--- src/hw/rtl/ranked_insert_table_core_defines.svh ---
// Assertion macros used by the ranked insert table datapath.
`ifndef RANKED_INSERT_TABLE_CORE_DEFINES_SVH
`define RANKED_INSERT_TABLE_CORE_DEFINES_SVH

// A property that must hold at every clock edge outside reset.
`define RIT_ASSERT(lbl, clk, rstn, prop, msg) \
    lbl: assert property (@(posedge clk) disable iff (!(rstn)) (prop)) else $error(msg);

// A consequence that must hold in the cycle after its trigger.
`define RIT_ASSERT_NEXT(lbl, clk, rstn, ante, cons, msg) \
    lbl: assert property (@(posedge clk) disable iff (!(rstn)) (ante) |=> (cons)) else $error(msg);

`endif

--- src/hw/rtl/rit_pkg.sv ---
package rit_pkg;

    localparam int DEPTH_DEF = 16;

    localparam int OP_W     = 2;
    localparam int KEY_W    = 16;
    localparam int TAG_W    = 32;
    localparam int RANK_W   = 4;
    localparam int OUT_CW   = 5;

    localparam logic [OP_W-1:0] OP_INSERT = 2'd0;
    localparam logic [OP_W-1:0] OP_READ   = 2'd1;
    localparam logic [OP_W-1:0] OP_CLEAR  = 2'd2;

    // Read address selection for the table RAM.
    typedef logic [1:0] t_rd_sel;
    localparam t_rd_sel RD_PREV  = 2'd0;  // entry one above the insert position
    localparam t_rd_sel RD_PREV2 = 2'd1;  // entry two above the insert position
    localparam t_rd_sel RD_RANK  = 2'd2;  // entry at the requested rank

    typedef struct packed {
        logic [TAG_W-1:0] tag;
        logic [KEY_W-1:0] tries;
        logic [KEY_W-1:0] hits;
    } t_entry;

    localparam int ENTRY_W = $bits(t_entry);

    typedef struct packed {
        logic    take;
        logic    clear;
        logic    place;
        logic    shift;
        logic    cap_rd;
        logic    load_out;
        t_rd_sel rd_sel;
    } t_cmd;

    typedef struct packed {
        logic [OP_W-1:0] op;
        logic            rd_hit;
        logic            pos_zero;
        logic            pos_one;
        logic            stop;
        logic            out_free;
    } t_sts;

    // True when the stored entry ranks at or above the new key.
    function automatic logic ranks_not_below(t_entry e, logic [KEY_W-1:0] h,
                                             logic [KEY_W-1:0] t);
        ranks_not_below = (e.hits > h) || ((e.hits == h) && (e.tries <= t));
    endfunction

endpackage

--- src/hw/rtl/rit_ram.sv ---
module rit_ram #(
    parameter int WIDTH = 64,
    parameter int DEPTH = 16
) (
    input  logic                     i_clk,
    input  logic                     i_we,
    input  logic [$clog2(DEPTH)-1:0] i_waddr,
    input  logic [WIDTH-1:0]         i_wdata,
    input  logic [$clog2(DEPTH)-1:0] i_raddr,
    output logic [WIDTH-1:0]         o_rdata
);

    logic [WIDTH-1:0] r_mem [DEPTH];
    logic [WIDTH-1:0] r_rdata;

    always_ff @(posedge i_clk) begin
        if (i_we) begin
            r_mem[i_waddr] <= i_wdata;
        end
        r_rdata <= r_mem[i_raddr];
    end

    assign o_rdata = r_rdata;

endmodule

--- src/hw/rtl/rit_ctrl.sv ---
module rit_ctrl (
    input  logic          i_clk,
    input  logic          i_rst_n,
    input  logic          i_in_valid,
    output logic          o_in_ready,
    input  rit_pkg::t_sts i_sts,
    output rit_pkg::t_cmd o_cmd
);

    localparam logic [2:0] S_IDLE = 3'd0;
    localparam logic [2:0] S_DEC  = 3'd1;
    localparam logic [2:0] S_CMP  = 3'd2;
    localparam logic [2:0] S_KEY0 = 3'd3;
    localparam logic [2:0] S_RDAT = 3'd4;
    localparam logic [2:0] S_DONE = 3'd5;

    logic [2:0] r_state;
    logic [2:0] n_state;

    always_ff @(posedge i_clk) begin
        if (!i_rst_n) begin
            r_state <= S_IDLE;
        end else begin
            r_state <= n_state;
        end
    end

    always_comb begin
        n_state      = r_state;
        o_cmd        = '0;
        o_cmd.rd_sel = rit_pkg::RD_PREV;
        o_in_ready   = 1'b0;
        unique case (r_state)
            S_IDLE: begin
                o_in_ready = 1'b1;
                if (i_in_valid) begin
                    o_cmd.take = 1'b1;
                    n_state    = S_DEC;
                end
            end
            S_DEC: begin
                priority if (i_sts.op == rit_pkg::OP_INSERT) begin
                    if (i_sts.pos_zero) begin
                        o_cmd.place = 1'b1;
                        n_state     = S_DONE;
                    end else begin
                        o_cmd.rd_sel = rit_pkg::RD_PREV;
                        n_state      = S_CMP;
                    end
                end else if (i_sts.op == rit_pkg::OP_READ) begin
                    if (i_sts.rd_hit) begin
                        o_cmd.rd_sel = rit_pkg::RD_RANK;
                        n_state      = S_RDAT;
                    end else begin
                        n_state = S_DONE;
                    end
                end else if (i_sts.op == rit_pkg::OP_CLEAR) begin
                    o_cmd.clear = 1'b1;
                    n_state     = S_DONE;
                end else begin
                    n_state = S_DONE;
                end
            end
            S_CMP: begin
                if (i_sts.stop) begin
                    o_cmd.place = 1'b1;
                    n_state     = S_DONE;
                end else begin
                    o_cmd.shift = 1'b1;
                    if (i_sts.pos_one) begin
                        n_state = S_KEY0;
                    end else begin
                        o_cmd.rd_sel = rit_pkg::RD_PREV2;
                    end
                end
            end
            S_KEY0: begin
                o_cmd.place = 1'b1;
                n_state     = S_DONE;
            end
            S_RDAT: begin
                o_cmd.cap_rd = 1'b1;
                n_state      = S_DONE;
            end
            S_DONE: begin
                if (i_sts.out_free) begin
                    o_cmd.load_out = 1'b1;
                    n_state        = S_IDLE;
                end
            end
            default: begin
                n_state = S_IDLE;
            end
        endcase
    end

endmodule

--- src/hw/rtl/rit_dp.sv ---
`include "ranked_insert_table_core_defines.svh"

module rit_dp #(
    parameter int DEPTH = rit_pkg::DEPTH_DEF
) (
    input  logic                          i_clk,
    input  logic                          i_rst_n,
    input  rit_pkg::t_cmd                 i_cmd,
    output rit_pkg::t_sts                 o_sts,
    input  logic [rit_pkg::OP_W-1:0]      i_opcode,
    input  logic [rit_pkg::KEY_W-1:0]     i_hits,
    input  logic [rit_pkg::KEY_W-1:0]     i_tries,
    input  logic [rit_pkg::TAG_W-1:0]     i_player_tag,
    input  logic [rit_pkg::RANK_W-1:0]    i_read_rank,
    input  logic                          i_out_ready,
    output logic                          o_out_valid,
    output logic                          o_entry_valid,
    output logic [rit_pkg::KEY_W-1:0]     o_out_hits,
    output logic [rit_pkg::KEY_W-1:0]     o_out_tries,
    output logic [rit_pkg::TAG_W-1:0]     o_out_tag,
    output logic [rit_pkg::OUT_CW-1:0]    o_placed_rank,
    output logic [rit_pkg::OUT_CW-1:0]    o_entry_count,
    output logic                          o_dropped
);

    localparam int AW = $clog2(DEPTH);
    localparam int CW = $clog2(DEPTH + 1);
    localparam int XW = (CW > rit_pkg::RANK_W) ? CW : rit_pkg::RANK_W;
    localparam int OW = (CW > rit_pkg::OUT_CW) ? CW : rit_pkg::OUT_CW;
    localparam logic [CW-1:0] FULL = CW'(DEPTH);

    // Item held for the duration of one operation.
    logic [rit_pkg::OP_W-1:0]   r_op;
    logic [rit_pkg::RANK_W-1:0] r_rank;
    rit_pkg::t_entry            r_key;

    logic [CW-1:0] r_count;
    logic [CW-1:0] r_pos;

    logic [CW-1:0]   r_placed;
    logic            r_drop;
    logic            r_evalid;
    rit_pkg::t_entry r_data;

    logic                       r_ovalid;
    logic                       r_o_evalid;
    rit_pkg::t_entry            r_o_data;
    logic [rit_pkg::OUT_CW-1:0] r_o_placed;
    logic [rit_pkg::OUT_CW-1:0] r_o_count;
    logic                       r_o_drop;

    rit_pkg::t_entry q;
    rit_pkg::t_entry wdata;
    logic            we;
    logic [AW-1:0]   raddr;
    logic [CW-1:0]   pos_m1;
    logic [CW-1:0]   pos_m2;
    logic [XW-1:0]   rank_ext;
    logic [OW-1:0]   placed_ext;
    logic [OW-1:0]   count_ext;

    assign pos_m1   = r_pos - CW'(1);
    assign pos_m2   = r_pos - CW'(2);
    assign rank_ext = XW'(r_rank);

    always_comb begin
        unique case (i_cmd.rd_sel)
            rit_pkg::RD_PREV:  raddr = pos_m1[AW-1:0];
            rit_pkg::RD_PREV2: raddr = pos_m2[AW-1:0];
            rit_pkg::RD_RANK:  raddr = rank_ext[AW-1:0];
            default:           raddr = pos_m1[AW-1:0];
        endcase
    end

    // A write at the position one past the end discards the entry.
    assign we    = (i_cmd.place || i_cmd.shift) && (r_pos != FULL);
    assign wdata = i_cmd.shift ? q : r_key;

    rit_ram #(
        .WIDTH (rit_pkg::ENTRY_W),
        .DEPTH (DEPTH)
    ) u_ram (
        .i_clk   (i_clk),
        .i_we    (we),
        .i_waddr (r_pos[AW-1:0]),
        .i_wdata (wdata),
        .i_raddr (raddr),
        .o_rdata (q)
    );

    always_ff @(posedge i_clk) begin
        if (!i_rst_n) begin
            r_count <= '0;
            r_pos   <= '0;
        end else begin
            if (i_cmd.take) begin
                r_pos <= r_count;
            end else if (i_cmd.shift) begin
                r_pos <= pos_m1;
            end
            if (i_cmd.clear) begin
                r_count <= '0;
            end else if (i_cmd.place && (r_count != FULL)) begin
                r_count <= r_count + CW'(1);
            end
        end
    end

    always_ff @(posedge i_clk) begin
        if (i_cmd.take) begin
            r_op       <= i_opcode;
            r_rank     <= i_read_rank;
            r_key.hits <= i_hits;
            r_key.tries <= i_tries;
            r_key.tag  <= i_player_tag;
            r_placed   <= FULL;
            r_drop     <= 1'b0;
            r_evalid   <= 1'b0;
            r_data     <= '0;
        end else begin
            if (i_cmd.place) begin
                r_placed <= r_pos;
                r_drop   <= (r_count == FULL);
            end
            if (i_cmd.cap_rd) begin
                r_evalid <= 1'b1;
                r_data   <= q;
            end
        end
    end

    assign placed_ext = OW'(r_placed);
    assign count_ext  = OW'(r_count);

    always_ff @(posedge i_clk) begin
        if (!i_rst_n) begin
            r_ovalid <= 1'b0;
        end else if (i_cmd.load_out) begin
            r_ovalid <= 1'b1;
        end else if (i_out_ready) begin
            r_ovalid <= 1'b0;
        end
    end

    always_ff @(posedge i_clk) begin
        if (i_cmd.load_out) begin
            r_o_evalid <= r_evalid;
            r_o_data   <= r_data;
            r_o_placed <= placed_ext[rit_pkg::OUT_CW-1:0];
            r_o_count  <= count_ext[rit_pkg::OUT_CW-1:0];
            r_o_drop   <= r_drop;
        end
    end

    assign o_out_valid   = r_ovalid;
    assign o_entry_valid = r_o_evalid;
    assign o_out_hits    = r_o_data.hits;
    assign o_out_tries   = r_o_data.tries;
    assign o_out_tag     = r_o_data.tag;
    assign o_placed_rank = r_o_placed;
    assign o_entry_count = r_o_count;
    assign o_dropped     = r_o_drop;

    assign o_sts.op       = r_op;
    assign o_sts.rd_hit   = (rank_ext < XW'(r_count));
    assign o_sts.pos_zero = (r_pos == '0);
    assign o_sts.pos_one  = (r_pos == CW'(1));
    assign o_sts.stop     = rit_pkg::ranks_not_below(q, r_key.hits, r_key.tries);
    assign o_sts.out_free = !r_ovalid || i_out_ready;

    `RIT_ASSERT(a_count_bound, i_clk, i_rst_n, r_count <= FULL, "entry count exceeds depth")
    `RIT_ASSERT(a_shift_pos, i_clk, i_rst_n, !i_cmd.shift || (r_pos != '0), "shift at rank zero")
    `RIT_ASSERT_NEXT(a_count_inc, i_clk, i_rst_n, i_cmd.place && (r_count != FULL), r_count == $past(r_count) + CW'(1), "insert did not grow the table")
    `RIT_ASSERT_NEXT(a_load_valid, i_clk, i_rst_n, i_cmd.load_out, r_ovalid, "result not presented after load")

endmodule

--- src/hw/rtl/ranked_insert_table_core.sv ---
// Ranked insert table: keeps up to DEPTH entries (hits, tries, player tag) in
// rank order, more hits first and, on equal hits, fewer tries first. An
// insert lands after every entry with an equal key, so ties keep their
// arrival order; when the table is full the lowest-ranked entry, possibly
// the new one, is dropped and the result says so. Every accepted item gives
// exactly one result transfer. The entries live in a single RAM with one
// write and one registered read port, and an insert walks up from the end
// of the table one entry per cycle, comparing and moving entries down.
// Each item is decoded after acceptance: a clear or an unused opcode then
// finishes, a read of a rank below the count captures that entry, one at
// or past the count finishes at once, an insert into an empty table places
// the key and any other insert moves entries down, at most DEPTH, until the
// key is placed. The controller goes back to idle as the result is loaded,
// so the next item can be accepted in the cycle after that. Only one item
// is in flight at a time, but a finished result sits in an output register
// so the next item can be accepted while it waits. No clearing pass is
// needed after reset: entries at or beyond the count are never read.
module ranked_insert_table_core #(
    parameter int DEPTH = rit_pkg::DEPTH_DEF
) (
    input  logic        i_clk,
    input  logic        i_rst_n,
    input  logic        s_tvalid,
    output logic        s_tready,
    // Fields from bit 0 up: hits[16], tries[16], player_tag[32],
    // read_rank[4], zero fill[4].
    input  logic [71:0] s_tdata,
    // Fields from bit 0 up: opcode[2].
    input  logic [1:0]  s_tuser,
    output logic        m_tvalid,
    input  logic        m_tready,
    // Fields from bit 0 up: out_hits[16], out_tries[16], out_tag[32],
    // placed_rank[5], entry_count[5], dropped[1], zero fill[5].
    output logic [79:0] m_tdata,
    // Fields from bit 0 up: entry_valid[1].
    output logic        m_tuser
);

    rit_pkg::t_cmd cmd;
    rit_pkg::t_sts sts;

    logic                          entry_valid;
    logic [rit_pkg::KEY_W-1:0]     out_hits;
    logic [rit_pkg::KEY_W-1:0]     out_tries;
    logic [rit_pkg::TAG_W-1:0]     out_tag;
    logic [rit_pkg::OUT_CW-1:0]    placed_rank;
    logic [rit_pkg::OUT_CW-1:0]    entry_count;
    logic                          dropped;

    // The controller sequences each operation; it sees only status and valid.
    rit_ctrl u_ctrl (
        .i_clk      (i_clk),
        .i_rst_n    (i_rst_n),
        .i_in_valid (s_tvalid),
        .o_in_ready (s_tready),
        .i_sts      (sts),
        .o_cmd      (cmd)
    );

    // The datapath holds the table, the count, the item and the result.
    rit_dp #(
        .DEPTH (DEPTH)
    ) u_dp (
        .i_clk         (i_clk),
        .i_rst_n       (i_rst_n),
        .i_cmd         (cmd),
        .o_sts         (sts),
        .i_opcode      (s_tuser),
        .i_hits        (s_tdata[15:0]),
        .i_tries       (s_tdata[31:16]),
        .i_player_tag  (s_tdata[63:32]),
        .i_read_rank   (s_tdata[67:64]),
        .i_out_ready   (m_tready),
        .o_out_valid   (m_tvalid),
        .o_entry_valid (entry_valid),
        .o_out_hits    (out_hits),
        .o_out_tries   (out_tries),
        .o_out_tag     (out_tag),
        .o_placed_rank (placed_rank),
        .o_entry_count (entry_count),
        .o_dropped     (dropped)
    );

    assign m_tdata = {5'b00000, dropped, entry_count, placed_rank, out_tag,
                      out_tries, out_hits};
    assign m_tuser = entry_valid;

endmodule
--- config.mk ---
export PLATFORM = sky130hd
export DESIGN_NAME = ranked_insert_table_core
export DESIGN_NICKNAME = d
export VERILOG_FILES = /design/src/hw/rtl/rit_pkg.sv /design/src/hw/rtl/rit_ram.sv /design/src/hw/rtl/rit_ctrl.sv /design/src/hw/rtl/rit_dp.sv /design/src/hw/rtl/ranked_insert_table_core.sv
export VERILOG_INCLUDE_DIRS = /design/src /design/src/hw/rtl
export SDC_FILE = /design/constraint.sdc
export NUM_CORES = 1
export LEC_CHECK = 0
export ABC_CLOCK_PERIOD_IN_PS = 7700
export BUFFER_PORTS_ARGS = -buffer_cell sky130_fd_sc_hd__clkbuf_2
export CAP_MARGIN = 0
export CORE_ASPECT_RATIO = 2
export CORE_MARGIN = 5
export CORE_UTILIZATION = 55
export CTS_CLUSTER_SIZE = 28
export DETAILED_ROUTE_END_ITERATION = 6
export PLACE_DENSITY_LB_ADDON = 0.25
export SETUP_SLACK_MARGIN = 0.05
export SLEW_MARGIN = 15
export SYNTH_ARGS = -nofsm -noshare
export SYNTH_HDL_FRONTEND = slang
export SYNTH_HIERARCHICAL = 1
export SYNTH_SLANG_ARGS = --single-unit
--- constraint.sdc ---
create_clock -name i_clk -period 7.7 [get_ports i_clk]
set_input_delay 1.54 -clock i_clk [delete_from_list [all_inputs] [get_ports i_clk]]
set_output_delay 1.54 -clock i_clk [all_outputs]
set_load 0.03 [all_outputs]
==> results.yml <==
floorplan:
  die_w_um: 221
  placeableCoreArea_um2: 89000
  boundaryPins: 161
  placement_rows: 155
  chipHeight_um: 432
  start_util_pct: 55.1
  dieArea_um2: 95700
sta:
  grt_setup_unrepaired: "no"
  max_slew.worst_pin.slew_ps: 1130
  maxClockFrequency_ghz: 0.169
  setup-violations-final: 0
  report.final.hold_viol_count: 0
  fin_hold_ws_ps: 431
  fin_worst_skew_ps: 19.6
  fin_crit_ps: 5920
  tns_ps: 0
  drv_slew: 0
  slew-limit-headroom_pct: 24.2
  min_period_over_period_pct: 76.8
global_route:
  grt_overflow: 0
  grt_antenna_before_repair: 0
  use_met3_pct: 3.11
  gr-usage-met2_pct: 39.8
  first_global_vias: 24700
  grt_busiest_layer: "met2"
  maximum_number_of_pins_on_one_net_before_global_route_repair: 75
  grt_util_met1_pct: 28.8
  wire_length_of_the_first_global_routing_pass_mm: 159
  grt_use_total_pct: 22.2
drt:
  vias_per_cell: 6.05
  route.vias.total: 23500
  route.detailed.drc: 0
  drtIter0Drc: 2354
  wl_mm: 106
  drt_first_pass_iters: 6
  detail-route-antenna-nets: 0
  wl_per_cell_um: 27.3
placed_design:
  buffer_ports.inserted: 151
  hpwlAfterDp_mm: 55.2
  gp_congestion: 0.805
logic_synthesis:
  proportion_of_netlist_area_held_by_the_largest_area_contributor_pct: 71.6
  synth_enable_flop_cells: 1170
  mapped_cells: 2386
  netlist_area_um2: 49100
  ys.flop_type: "edfxtp_1"
  synthArstFlopShare_pct: 0
  synth.avg_cell_area_um2: 20.6
  synth_top_area_cell: "edfxtp_1"
  proportion_of_synthesized_chip_area_in_sequential_cells_pct: 77.7
  ys.warnings.count: 6
  synth_top_area_cells: "edfxtp_1 72%, mux4_2 12%, dfxtp_1 6.1%"
  ys_seq_elements: 1319
  yosys.cell_types.count: 56
setup_path:
  critical_path_buf_inv_count: 3
  worstPathCellList: "inv_1, ha_1, nand4_1, nor2_1, a221o_1, or3_1, a32oi_1, or4b_1, inv_4, nor2_1, a31oi_1, nand3b_1, nor2_4, buf_4"
  crit_cells: 14
  timing.setup.critical_path_class: "flop to flop"
  worst_path_dominant_cell_family: "simple AND/OR/NAND/NOR gates"
  cp.required_ps: 8070
  crit_path_max_fanout: 55
  worst_r2r_path_depth: 14
  slowest_stage_delay_cp_ps: 900
  arrival_ps: 6290
  crit_path_top_delay_cell: "nor2_4"
  cpMostUsedCell: "nor2_1"
  critPathLaunchType: "flop"
  critPathCaptureType: "flop"
flow_run:
  drv.max_cap_violation_count: 0
clock_tree:
  tritoncts.num_buffers: 109
  clk_path_buf_depth: 3
  clkSlewWorstSetupHoldPaths_ps: 70
  clk-insertion-delay-late_ps: 710
  cts.root.buffer_cell: "clkbuf_16"
  cts_hold_repair.buffers: 0
  clock_sink_count: 1319
  cts-htree-levels: 3
  post_cts.resized_instances: 0
  cts_tree: "yes"
  post-cts-setup-buffer-count: 0
status:
  status: "complete, no violations"
power:
  pwr_density_cell_nw_per_um2: 265
  max-vdd-ir-drop_mv: 0.250
  leakage_power_nw: 18.6
final_layout:
  layout_cells_sized_above_1_pct: 26.4
  nets: 2734
  diodes: 0
  fill_cells: 5988
  multi_input_comb_area_um2: 10400
  seq_area_um2: 38100
  syn_to_final_growth_pct: 12.9
min_path:
  holdCritPathClass: "flop to flop"
  whs_path_depth: 0
==> worst paths after layout <==
kind                                                from  slack, ps                            endpoint
worst max-delay path            u_dp/r_key[31]$_DFFE_PP_       1780  u_dp/u_ram/r_mem[10][39]$_DFFE_PP_
worst min register to register  u_dp/r_drop$_SDFFE_PP0P_        430            u_dp/o_dropped$_DFFE_PP_
worst max register to register  u_dp/r_key[31]$_DFFE_PP_       1780  u_dp/u_ram/r_mem[10][39]$_DFFE_PP_
worst min-delay path            u_dp/r_drop$_SDFFE_PP0P_        430            u_dp/o_dropped$_DFFE_PP_
==> synthesized netlist by cell type (all sizes together), types with 3 or more instances <==
| cell | n |
|---|---|
| edfxtp | 1170 |
| mux4 | 256 |
| dfxtp | 149 |
| a22oi | 128 |
| nand2 | 110 |
| nor2 | 99 |
| mux2i | 69 |
| buf | 68 |
| clkbuf | 54 |
| inv | 46 |
| ha | 44 |
| o21ai | 41 |
| mux2 | 35 |
| a21oi | 19 |
| nand4 | 10 |
| nor3 | 10 |
| and2 | 8 |
| nor2b | 7 |
| xnor2 | 7 |
| a21o | 6 |
| nand2b | 6 |
| nand3 | 4 |
| a221oi | 3 |
==> state kept, by name (all words and copies together) (netlist names), 16 cells and up <==
name	cells
u_dp/o_out_hits	16
u_dp/o_out_tag	32
u_dp/o_out_tries	16
u_dp/r_data	64
u_dp/r_key	64
u_dp/u_ram/o_rdata	64
u_dp/u_ram/r_mem	1024
==> logic make-up after synthesis <==
group                      Yosys count  share of synthesized area [%]
AOI/OAI and AO/OA                  216                           3.05
other                                1                        0.00764
DFF                               1319                           77.7
and+or+nand+nor                    269                           2.37
muxes                              360                           14.0
xor gates and xnor gates             9                          0.161
buffers and inverters              168                           1.64
adders and majority gates           44                           1.12
==> stage by stage <==
step / cell area, um2 / util (%) / power, mW / instances / worst slack [ps]
2_1_floorplan: 49100 / - / 8.95 / 2390 / 1110
3_3_place_gp: 51800 / 58.2 / 9.24 / 3673 / 1920
3_5_place_dp: 51800 / 58.2 / 9.29 / 3673 / 1730
4_1_cts: 55400 / 62.2 / 14.8 / 3877 / 1690
5_1_grt: 55400 / 62.2 / 15.2 / 3882 / 1420
6_report: 55400 / 62.2 / 14.7 / 3882 / 1780
==> area by class of cell <==
cell class	count	area share (%)
flip-flops and latches	1319	68.8
multi-input cells	903	18.7
clock buffers	156	5.48
repair buffers	233	3.04
well taps	1177	2.66
clock inverters	48	0.985
inverters	46	0.316
==> layer usage <==
metal | share of wire [%] | wire length (um)
met5 | 0 | 0
met1 | 38 | 40600
met4 | 2.1 | 2260
met3 | 5.8 | 6170
met2 | 54 | 57000
==> worst reg2reg max path, cell delays in order, from the launching register on <==
cell and delay [ps]:
edfxtp_1 350, inv_1 70, ha_1 400, nand4_1 360, nor2_1 230, a221o_1 200
or3_1 220, a32oi_1 170, or4b_1 610, inv_4 690, nor2_1 90, a31oi_1 400
nand3b_1 430, nor2_4 900, buf_4 460
==> cells in the final DEF, fill, tap and decap left out, types with 35 or more instances in the layout <==
cell,count
a22oi_1,128
nor2_1,84
edfxtp_1,1170
mux2i_1,69
buf_4,57
mux2_2,35
inv_1,45
mux4_2,256
clkbuf_16,109
nand2_1,110
ha_1,44
dfxtp_1,149
clkbuf_2,151
==> power by group <==
part	switching (mW)	internal [mW]
clock	2.47	3.06
sequential	0.117	8.08
combinational	0.586	0.345
total	3.17	11.5
(Power assumes the default switching activity.)
